### config.mk
export PLATFORM = sky130hd
export DESIGN_NAME = porc_div_cell
export DESIGN_NICKNAME = d
export VERILOG_FILES = /design/src/rtl/pll_output_rate_calc_assert.svh /design/src/rtl/porc_pkg.sv /design/src/rtl/porc_div_cell.sv
export SDC_FILE = /design/constraint.sdc
export NUM_CORES = 1
export LEC_CHECK = 0
export BUFFER_PORTS_ARGS = -buffer_cell sky130_fd_sc_hd__clkbuf_2
export CELL_PAD_IN_SITES_DETAIL_PLACEMENT = 1
export CELL_PAD_IN_SITES_GLOBAL_PLACEMENT = 2
export CORE_ASPECT_RATIO = 0.7
export CORE_MARGIN = 2
export CORE_UTILIZATION = 30
export DETAILED_ROUTE_END_ITERATION = 7
export MAX_ROUTING_LAYER = met4
export PLACE_DENSITY = 0.88
export SLEW_MARGIN = 25
export SYNTH_ARGS = -nofsm -noshare
export SYNTH_HDL_FRONTEND = slang
export SYNTH_SLANG_ARGS = --single-unit
### constraint.sdc
create_clock -name clk_i -period 0.85 [get_ports clk_i]
set_input_delay 0.1275 -clock clk_i [delete_from_list [all_inputs] [get_ports clk_i]]
set_output_delay 0.1275 -clock clk_i [all_outputs]
set_load 0.01 [all_outputs]
### src/rtl/pll_output_rate_calc_assert.svh
// Assertion macros used by the top-level RTL file.
`ifndef PLL_OUTPUT_RATE_CALC_ASSERT_SVH
`define PLL_OUTPUT_RATE_CALC_ASSERT_SVH

// Check a property on every clock edge outside of reset.
`define PORC_ASSERT(lbl, prop, msg) \
  lbl: assert property (@(posedge clk_i) disable iff (!rst_ni) prop) else $error(msg);

// Check a property on every clock edge, reset included.
`define PORC_ASSERT_ALWAYS(lbl, prop, msg) \
  lbl: assert property (@(posedge clk_i) prop) else $error(msg);

`endif

### src/rtl/porc_pkg.sv
package porc_pkg;

  localparam int unsigned RefW     = 25;
  localparam int unsigned DivW     = 32;
  localparam int unsigned ProdW    = 57;
  localparam int unsigned RateW    = 41;
  localparam int unsigned FracBits = 16;
  localparam int unsigned NumCells = ProdW;

  localparam logic [31:0] RefRateMax = 32'd24000000;

  // Configuration register indexes.
  localparam logic CfgPllType    = 1'b0;
  localparam logic CfgParentRate = 1'b1;

  // Payload handed from one divider cell to the next.
  typedef struct packed {
    logic             frac;  // fractional PLL type
    logic             zero;  // divisor was zero
    logic [DivW-1:0]  div;
    logic [DivW-1:0]  rem;
    logic [ProdW-1:0] word;  // dividend bits on top, quotient bits shifted in below
  } porc_cell_t;

endpackage

### src/rtl/porc_div_cell.sv
module porc_div_cell (
  input  logic                clk_i,
  input  logic                rst_ni,
  input  logic                en_i,
  input  logic                valid_i,
  input  porc_pkg::porc_cell_t cell_i,
  output logic                valid_o,
  output porc_pkg::porc_cell_t cell_o
);
  import porc_pkg::*;

  logic                valid_q;
  porc_cell_t          cell_d, cell_q;
  logic [DivW:0]       trial;
  logic [DivW:0]       diff;
  logic                ge;

  // One restoring division step: bring down the next dividend bit.
  always_comb begin
    trial  = {cell_i.rem, cell_i.word[ProdW-1]};
    diff   = trial - {1'b0, cell_i.div};
    ge     = !diff[DivW];
    cell_d = cell_i;
    cell_d.rem  = ge ? diff[DivW-1:0] : trial[DivW-1:0];
    cell_d.word = {cell_i.word[ProdW-2:0], ge};
  end

  always_ff @(posedge clk_i or negedge rst_ni) begin
    if (!rst_ni) begin
      valid_q <= 1'b0;
    end else if (en_i) begin
      valid_q <= valid_i;
    end
  end

  always_ff @(posedge clk_i) begin
    if (en_i) begin
      cell_q <= cell_d;
    end
  end

  assign valid_o = valid_q;
  assign cell_o  = cell_q;

endmodule

Word level (Yosys, flattened, before mapping)
Cells that the tools add are included.

Bits in registers: 124. Bits in latches: 0. Bits in writable memories: 0. Bits in read-only memories: 0. Input bits: 127. Output and inout port bits: 124. Logic and storage cells: 9. Memories kept: 0.

Add/sub/neg operators: 1. Multiply operators: 0. Div/mod/pow operators: 0. Magnitude comparators: 0. Equal/unequal tests: 0. Shift operators: 0. Muxes and demuxes: 1. Bitwise operators: 0. Reduce and logical (&&, ||, !) cells: 1.

Operator list (count): $sub A33 B32 Y33 (1); $mux W32 (1); $logic_not A1 Y1 (1).

Depth between registers and ports, before layout
Word-level depth: 2. Mapped depth: 13. Depth with buffers taken out: 12.

Worst setup path after synthesis
No wires, ideal clock.

Path kind: in2reg. From: in cell_i[105] in the netlist's numbering. To: reg cell_q (netlist bit cell_o[60]) (data pin). Library setup time: 0.260 ns. Arrival: 2.383 ns. Data required time: 0.590 ns. Setup slack: -1.793 ns. Stages on the path: 12. Buffers on the path: 2. Path through: inv_1 -> ha_1 -> buf_6 -> a21oi_4 -> o211ai_1 -> a221o_1 -> a211o_1 -> o21a_1 -> o211ai_4 -> inv_2 -> buf_6 -> mux2_4.

RTL lines: start: declaration (RTL line porc_div_cell.sv:6) `input porc_pkg::porc_cell_t cell_i,`; end signal: assignment (RTL line porc_div_cell.sv:38) `cell_q <= cell_d;`; end: declaration (RTL line porc_div_cell.sv:13) `porc_cell_t cell_d, cell_q;`.

==> results.toml <==
[status]
status = "complete, but fails checks"
violations = "setup timing"

[placement]
dp_hpwl_microns = 16900
io_buffers = 250
place_congestion = 0.859
place_inst = 1119
place_ws_ns = -2.13

[timing]
max_freq_mhz = 442
setup_violations = 158
maxSlewHeadroom = 0.706
slew_viol_final = 0
fin_skew_ns = 0
fin_crit_ns = 2.26
rsz0062_at_grt = "yes"
tightestPinTransition_ns = 0.437
hold_viol = 0
fin_crit_sh = 2.66
final.setup.worst_slack_ns = -1.41

[setup_path]
critPathKind = "primary input to flop"
worstPathMaxFanout = 5
worst_ep_arrival_time_ns = 2.44
crit_top_cell = "o211ai_1"
r2r_cells = 2
crit_path_end_kind = "flop"
crit_chain = "clkbuf_2, inv_1, ha_4, a21oi_4, o211ai_1, a221o_1, a211o_1, o211ai_1, o211ai_4, inv_4, buf_6, mux2_4"
start_kind = "primary input"
required_ns = 1.02
slowest_stage = "a221o_1"
r2r_slack_ns = -0.03
slowest_delay_ns = 0.38

[routing]
vias_per_cell = 4.70
m1WireLength_microns = 10500
drt_first_pass_iters = 4
routed_wirelength_microns = 24500
routed.top_layer = "met4"
dr_total_vias = 5892
wl_per_cell_microns = 19.5
met2_length_microns = 11900
drt-initial-drc-count = 279
wl_met3_microns = 1400
drcViolationCount = 0
ant_nets = 0

[yosys]
synth_compound_area_frac = 0.129
synth_xor_area_frac = 0.0340
synthFlopType = "edfxtp_1"
post_synth_and_or_nand_nor_area_fraction = 0.0838
synth_mux_area_frac = 0.0455
synth_top_family_by_area = "compound AO/OA/AOI/OAI gates"
ys_seq_area_frac = 0.601
synth.net_count = 645
yosysTopAreaCellShare = 0.597
synth-async-reset-ratio = 0.00806
synth_adder_area_share = 0.0680
synth_most_common_cell = "edfxtp_1"
netlist_top_cells_area = "edfxtp_1, ha_1, mux2_4"
yosysUniqueCellTypes = 51
synth_edf_count = 123
synthCells = 485
syn_area_sq_mm = 0.00618
syn_area_per_cell_sq_um = 12.7
synth_area_leader_cell = "edfxtp_1"
yosys_warnings = 0
synth_common_cells = "edfxtp_1, nand2_1, inv_1, a21oi_1, ha_1"
ys_ff_latch = 124

[clock_tree]
insertion_delay_ns = 0.43
clockBufferDepth = 2
cts_buffers = 17
cts_tree = "done"
clkSlewWorstSetupHoldPaths_ns = 0.06
cts_sinks = 124
clock-root-buffer = "clkbuf_16"
h-tree-depth = 4

[global_routing]
antenna_found_initial = 1
grt_overflow = 0
grt_pass1_wl_microns = 36800
grt_max_degree = 45
grt_pass1_vias = 6385
gr-usage-all-layers = 0.233

[finish]
regArea_sq_mm = 0.00372
area_delta_synth_final_pct = 71.5
drive_above_1_share = 0.478
nNetsFinal = 1130
multiInputGateArea_sq_mm = 0.00242
fill_cells = 2202
final_cells = 1254
utilization = 0.530

[power_and_ir_drop]
ir_worst_vdd_mv = 1.29
leakage_nw = 4.90
power_density_mw_per_mm2 = 1920

[floorplanning]
die_height_microns = 124
core_sq_mm = 0.0200
dieArea_sq_mm = 0.0218
initial_core_util = 0.309
die_w_microns = 176
ios = 251
rows = 43

[run]
drv_cap = 0

[min_path]
hold_depth = 3
hold_path_class = "primary input to flop"
-- routing by layer --
| layer | global-route usage | up-vias |
|---|---|---|
| met5 | - | - |
| met2 | 0.391 | 185 |
| met3 | 0.0595 | 40 |
| met4 | 0.0842 | 0 |
| met1 | 0.275 | 2883 |
| li1 | - | 2784 |
-- critical path: cells and delay by family --
kind,cells,cell delay [ns]
AOI/OAI and AO/OA,6,1.36
adders and majority gates,1,0.19
buffers and inverters,4,0.44
muxes,1,0.30
-- path summary, 6_finish.rpt --
kind | to | startpoint
worst min register to register | valid_o | valid_o
min in group asynchronous | valid_o | rst_ni
worst max register to register | valid_o | valid_o
max in group asynchronous | valid_o | rst_ni
worst min-delay path | cell_o[87] | cell_i[86]
worst max-delay path | cell_o[61] | cell_i[101]
-- registers in the layout, summed over array words and instances, names as in the netlist --
register  count
valid_o       1
cell_o      123
-- power by group --
part           total [W]  internal, W  switching, W  leakage (nW)
Clock            0.00737      0.00432       0.00305         0.272
Combinational    0.00526      0.00268       0.00258          3.41
Sequential       0.00770      0.00748      0.000223          1.21
-- cells by family (layout without fill, tap and decap cells) --
logic type | count (synthesis) | after routing
buffers and inverters | 57 | 555
DFF | 124 | 124
and+or+nand+nor | 108 | 108
adders and majority gates | 33 | 33
AOI/OAI and AO/OA | 120 | 120
other | 0 | 1
muxes | 19 | 19
xor gates and xnor gates | 24 | 24
-- layout by cell type (no fill, tap or decap), types with 3 or more instances in the layout --
cell type	netlist	final
o21bai_1	5	5
xor2_1	10	10
clkbuf_16	0	18
o31ai_1	5	4
nor3_1	4	4
clkinv_4	0	5
nand4_1	7	7
o21ai_0	24	20
a21oi_2	1	5
ha_1	32	24
inv_1	41	37
buf_4	0	129
nor2b_1	5	4
nand2_1	44	44
a21oi_1	34	28
and2_1	3	3
a21oi_4	1	3
buf_6	3	8
xnor2_1	14	14
o21a_1	6	6
clkinvlp_4	0	3
o211ai_1	8	8
and3_1	6	6
a211oi_1	4	4
clkbuf_2	0	230
o21ai_1	0	4
nor2_1	16	15
nand2b_1	5	4
buf_2	1	13
edfxtp_1	123	123
dlygate4sd3_1	0	92
ha_4	0	8
nand3_1	11	9
a21o_1	15	15
buf_12	0	6
mux2_4	18	18
-- area by class of cell --
type                    instances  area share
diodes                          1    0.000236
clock buffers                  18      0.0405
clock inverters                14      0.0139
inverters                      42      0.0165
multi-input cells             304       0.229
flip-flops and latches        124       0.351
well taps                     270      0.0319
repair buffers                481       0.318
-- per-stage QoR --
stage               hold WS [ns]  TNS, ns  power [W]  area (sq um)
floorplan                 -0.168   -52.45    0.00996          6280
global placement         -0.0977   -62.75     0.0122          8800
detailed placement       -0.0965   -67.00     0.0124          8800
CTS                      0.00159   -74.58     0.0202         10500
global route              0.0256   -78.92     0.0212         10600
finish                    0.0122   -72.67     0.0203         10600
-- repair_timing --
item,in CTS,in global routing
hold endpoints to repair,92,0
hold buffers,92,0
pin swaps,21,15
resized for setup,25,44
gates cloned,1,0
setup endpoints to repair,157,157
setup buffers,8,4
(Power assumes the default switching activity.)
