[src/rtl/pll_output_rate_calc_assert.svh]
// Assertion macros used by the top-level RTL file.
`ifndef PLL_OUTPUT_RATE_CALC_ASSERT_SVH
`define PLL_OUTPUT_RATE_CALC_ASSERT_SVH

// Check a property on every clock edge outside of reset.
`define PORC_ASSERT(lbl, prop, msg) \
  lbl: assert property (@(posedge clk_i) disable iff (!rst_ni) prop) else $error(msg);

// Check a property on every clock edge, reset included.
`define PORC_ASSERT_ALWAYS(lbl, prop, msg) \
  lbl: assert property (@(posedge clk_i) prop) else $error(msg);

`endif

[src/rtl/porc_pkg.sv]
package porc_pkg;

  localparam int unsigned RefW     = 25;
  localparam int unsigned DivW     = 32;
  localparam int unsigned ProdW    = 57;
  localparam int unsigned RateW    = 41;
  localparam int unsigned FracBits = 16;
  localparam int unsigned NumCells = ProdW;

  localparam logic [31:0] RefRateMax = 32'd24000000;

  // Configuration register indexes.
  localparam logic CfgPllType    = 1'b0;
  localparam logic CfgParentRate = 1'b1;

  // Payload handed from one divider cell to the next.
  typedef struct packed {
    logic             frac;  // fractional PLL type
    logic             zero;  // divisor was zero
    logic [DivW-1:0]  div;
    logic [DivW-1:0]  rem;
    logic [ProdW-1:0] word;  // dividend bits on top, quotient bits shifted in below
  } porc_cell_t;

endpackage

[src/rtl/porc_front.sv]
module porc_front (
  input  logic                clk_i,
  input  logic                rst_ni,
  input  logic                en_i,
  input  logic                valid_i,
  input  logic                frac_mode_i,
  input  logic [31:0]         ref_clk_i,
  input  logic [15:0]         pre_div_i,
  input  logic [15:0]         mult_i,
  input  logic [4:0]          post_shift_i,
  input  logic signed [15:0]  frac_i,
  output logic                valid_o,
  output porc_pkg::porc_cell_t cell_o
);
  import porc_pkg::*;

  logic                valid_q;
  porc_cell_t          cell_d, cell_q;
  logic [RefW-1:0]     ref_rate;
  logic [31:0]         mul;
  logic [46:0]         div_wide;
  logic [DivW-1:0]     divisor;
  logic [ProdW-1:0]    prod;

  always_comb begin
    ref_rate = (ref_clk_i > RefRateMax) ? RefRateMax[RefW-1:0] : ref_clk_i[RefW-1:0];
    if (frac_mode_i) begin
      mul = {mult_i, 16'h0000} + {{16{frac_i[15]}}, frac_i};
    end else begin
      mul = {16'h0000, mult_i};
    end
    div_wide = {31'd0, pre_div_i} << post_shift_i;
    divisor  = div_wide[DivW-1:0];
    prod     = {{(ProdW-RefW){1'b0}}, ref_rate} * {{(ProdW-32){1'b0}}, mul};
    cell_d.frac = frac_mode_i;
    cell_d.zero = (divisor == '0);
    cell_d.div  = divisor;
    cell_d.rem  = '0;
    cell_d.word = prod;
  end

  always_ff @(posedge clk_i or negedge rst_ni) begin
    if (!rst_ni) begin
      valid_q <= 1'b0;
    end else if (en_i) begin
      valid_q <= valid_i;
    end
  end

  always_ff @(posedge clk_i) begin
    if (en_i) begin
      cell_q <= cell_d;
    end
  end

  assign valid_o = valid_q;
  assign cell_o  = cell_q;

endmodule

[config.mk]
export PLATFORM = sky130hd
export DESIGN_NAME = porc_front
export DESIGN_NICKNAME = d
export VERILOG_FILES = /design/src/rtl/pll_output_rate_calc_assert.svh /design/src/rtl/porc_pkg.sv /design/src/rtl/porc_front.sv
export SDC_FILE = /design/constraint.sdc
export NUM_CORES = 2
export LEC_CHECK = 0
export BUFFER_PORTS_ARGS = -buffer_cell sky130_fd_sc_hd__buf_4
export CAP_MARGIN = 40
export CELL_PAD_IN_SITES_DETAIL_PLACEMENT = 2
export CELL_PAD_IN_SITES_GLOBAL_PLACEMENT = 2
export CORE_MARGIN = 3
export CORE_UTILIZATION = 30
export DETAILED_ROUTE_END_ITERATION = 12
export PLACE_DENSITY_LB_ADDON = 0.12
export SYNTH_ARGS = -nofsm -noshare
export SYNTH_HDL_FRONTEND = slang
export SYNTH_SLANG_ARGS = --single-unit
[constraint.sdc]
create_clock -name clk_i -period 1.65 [get_ports clk_i]
set_input_delay 0.0825 -clock clk_i [delete_from_list [all_inputs] [get_ports clk_i]]
set_output_delay 0.0825 -clock clk_i [all_outputs]
set_load 0.02 [all_outputs]
Word-level counts from Yosys, hierarchy flattened. Cells that the tools add are included. W data, S select, Z words.

$add $sub $neg: 1. Reductions and logical operators: 1. Order comparisons: 1. Mux-type cells: 2. Shift-type cells: 1. $mul: 1.

Operators with widths (count): $mul A25 B32 Y57 (1); $add A32 B32 Y32 (1); $gt A32 B25 Y1 const B (1); $logic_not A32 Y1 (1); $mux W32 (1); $shl A16 B5 Y32 (1); $mux W25 (1).

Output and inout bits: 124. Register bits: 92.

Logic depth before layout (Yosys ltp).
Depth in word-level cells: 3. Depth in mapped cells: 36. Depth with buffers taken out: 34.

Worst setup path before layout. OpenSTA, ideal clock, no wires.

Path kind: input-to-reg. From: input port mult_i[0]. To: register cell_q, in the netlist cell_o[50] (data pin). Setup time: 0.263 ns. Stages on the path: 32. Path buffers: 2. Setup slack: -6.501 ns. Arrival time: 7.888 ns. Data required time: 1.387 ns. Cell sequence: ha_1 inv_1 fa_1 nor2b_1 o21a_1 o21ai_2 a31oi_1 o31ai_2 a21boi_0 or3_1 nand3_1 clkbuf_1 nor2_1 fa_1 fa_1 inv_1 fa_1 fa_1 inv_1 fa_1 fa_1 inv_1 fa_1 inv_1 ha_1 clkbuf_1 nand2_1 o41a_1 o31a_1 o31ai_2 a31oi_1 xnor2_1.

RTL lines: start: declaration (line porc_front.sv:9) `input logic [15:0] mult_i,`; end signal: assignment (line porc_front.sv:52) `cell_q <= cell_d;`; end: declaration (line porc_front.sv:18) `porc_cell_t cell_d, cell_q;`.

==> results.json <==
{
  "syn_area_sq_mm": 0.03062,
  "die_w_um": 325.5,
  "cp_slowest_cell": "fa_2",
  "dr_wl_met2_um": 77880,
  "yosysSeqAreaShare": 0.09006,
  "drtAntennaViolNets": 0,
  "num_rows": 116,
  "cts.sinks": 92,
  "drt-met1-wl_um": 57510,
  "hold_class": "in -> reg",
  "io_buffers": 181,
  "r2r-start": "valid_o$_DFFE_PN0P_",
  "drv_slew": 0,
  "final_cell_mix": "buf_4, inv_1, fa_1",
  "synth_area_per_cell_sq_um": 8.778,
  "fin_skew_ps": 0,
  "cts_buffers": 9,
  "syn_inst": 3488,
  "io_pins": 214,
  "setup_viol": 59,
  "synth_cell_types": 69,
  "n_antenna_cell": 0,
  "holdPathEnd": "cell_o[35]$_DFFE_PP_",
  "fin_nets": 5289,
  "area_growth_pct": 38.96,
  "cp.required_ps": 1820,
  "min_path_cells": 1,
  "grt_start_max_net_pins": 26,
  "crit_path_frequent_cell": "inv_2",
  "vias": 27260,
  "top_layer": "met4",
  "worst_slack_ps": -6241,
  "cts_root_buf": "clkbuf_16",
  "route.detailed.drc": 0,
  "min_from": "en_i",
  "worst_r2r_path_depth": 1,
  "grt_pass1_vias": 32970,
  "status": "finished, violations left",
  "end_kind": "flop",
  "drt-pass1-iter-count": 5,
  "cp_slowest_stage_delay_ps": 560,
  "drt_iter0_drc": 1046,
  "path_class": "in -> reg",
  "vias_per_cell": 4.810,
  "async_flop_share": 0.01087,
  "wl_met3_um": 3917,
  "clock_latency_ps": 430,
  "final_common_cell": "buf_4",
  "hpwl_um": 125800,
  "rrSetupSlack_ps": 890,
  "max-clock-path-buffers": 2,
  "ys_ff_latch": 92,
  "yosysWarnings": 0,
  "min_period_over_period": 4.782,
  "antenna_found_initial": 0,
  "grt_first_pass_wirelength_um": 217900,
  "violations": "setup timing",
  "synth_edf_count": 91,
  "htree_levels": 3,
  "r2r_end": "valid_o$_DFFE_PN0P_",
  "cp.arrival_ps": 8060,
  "die_h_um": 325.5,
  "gr-total-overflow": 0,
  "cts_tree": "yes",
  "gp_congestion": 0.8951,
  "core_sq_mm": 0.1007,
  "path_clk_slew_ps": 90,
  "drive_gt1_frac": 0.3372,
  "period_minus_slack_ps": 7891,
  "dieArea_sq_mm": 0.1059,
  "timing.hold.ws_ps": 119.4,
  "start_util": 0.3040,
  "rsz0062_at_grt": "true",
  "cp_max_fo": 5,
  "grt_usage": 0.2791,
  "routedWlPerCell_um": 25.82,
  "crit_path_start_kind": "input pin",
  "cap_viol_max_count": 0,
  "hold_viol": 0,
  "synth_flop_cell": "edfxtp_1",
  "max_freq_ghz": 0.1267,
  "drt_wl_total_um": 146300
}
## registers in the layout (all words and copies together) (netlist names)
| signal | cells |
|---|---|
| cell_o | 91 |
| valid_o | 1 |
## cell usage after synthesis (7+ instances only)
library cell | number | area [sq um]
o22ai_1 | 9 | 56.30
o21a_1 | 8 | 60.06
nor2_1 | 473 | 1775
nor3_1 | 9 | 45.04
inv_1 | 754 | 2830
ha_1 | 207 | 2590
nand4_1 | 21 | 131.4
clkbuf_1 | 156 | 585.6
nor2b_1 | 21 | 131.4
a31oi_1 | 9 | 56.30
mux2i_1 | 22 | 220.2
and3_1 | 30 | 187.7
nand2_1 | 470 | 1764
fa_1 | 688 | 13770
o21ai_0 | 55 | 275.3
buf_2 | 14 | 70.07
xor2_1 | 27 | 236.5
mux4_2 | 9 | 202.7
buf_1 | 12 | 45.04
mux2_2 | 23 | 259.0
nand3_1 | 36 | 180.2
xnor2_1 | 38 | 332.8
buf_4 | 33 | 247.7
o21bai_1 | 17 | 127.6
and2_1 | 31 | 193.9
a21oi_1 | 92 | 460.4
a21o_1 | 26 | 195.2
edfxtp_1 | 91 | 2733
or3_1 | 7 | 43.79
nor4_1 | 13 | 81.33
nand2b_1 | 16 | 100.1
## critical path, delay by kind of cell
kind / cells / cell delay [ps]
adders and majority gates: 8 / 3700
and+or+nand+nor: 8 / 1380
AOI/OAI and AO/OA: 7 / 1630
buffers and inverters: 12 / 1080
muxes: 1 / 130
## how the worst max path moves through the flow
stage,start,end,slack (ps),depth (start not counted)
floorplan,mult_i[0],cell_o[50]$_DFFE_PP_,-6040,34
global placement,ref_clk_i[23],cell_o[49]$_DFFE_PP_,-7160,34
detailed placement,ref_clk_i[23],cell_o[49]$_DFFE_PP_,-7260,34
CTS,ref_clk_i[1],cell_o[53]$_DFFE_PP_,-6350,35
global route,frac_i[15],cell_o[50]$_DFFE_PP_,-6530,33
finish,ref_clk_i[23],cell_o[53]$_DFFE_PP_,-6240,36
## timing repair
item / CTS / global route
setup endpoints to repair: 61 / 65
cloned: 4 / 0
hold endpoints to repair: 2 / 0
pin swaps: 122 / 134
gates resized for setup: 298 / 182
buffers inserted: 59 / 43
hold buffers: 3 / 0
## through the flow
step / area (sq um) / setup TNS (ps) / std cells / util / setup slack, ps
detailed placement: 39420 / -341630 / 5552 / 0.3913 / -7262
CTS: 41570 / -291200 / 5632 / 0.4127 / -6345
global route: 42550 / -304130 / 5666 / 0.4224 / -6534
global placement: 39420 / -331560 / 5552 / 0.3913 / -7164
floorplan: 31920 / -267890 / 3519 / - / -6042
finish: 42550 / -291100 / 5666 / 0.4224 / -6241
## cells by family after synthesis
group / synth area share
fa+ha+maj: 0.5344
other cells: 0.0001225
buf+inv: 0.1236
flops: 0.09006
xor+xnor: 0.01859
mux: 0.02301
simple gates: 0.1547
compound gates: 0.05549
## final cells by class
class | count | area (sq um)
tap | 1357 | 1698
timing repair buffer | 990 | 8417
inverter | 754 | 2830
fill | 10980 | 58180
sequential | 92 | 2758
clock inverter | 6 | 71.32
clock buffer | 10 | 229.0
multi-input combinational | 2457 | 26550
## routing by layer
metal / track usage / vias to the layer above
met3: 0.02821 / 229
li1: - / 12020
met1: 0.3247 / 14500
met4: 0.1089 / 0
met2: 0.5238 / 513
met5: 0 / -
Power is not shown: default switching activity piles up to over one toggle a cycle in this logic, so the estimate is an artifact.
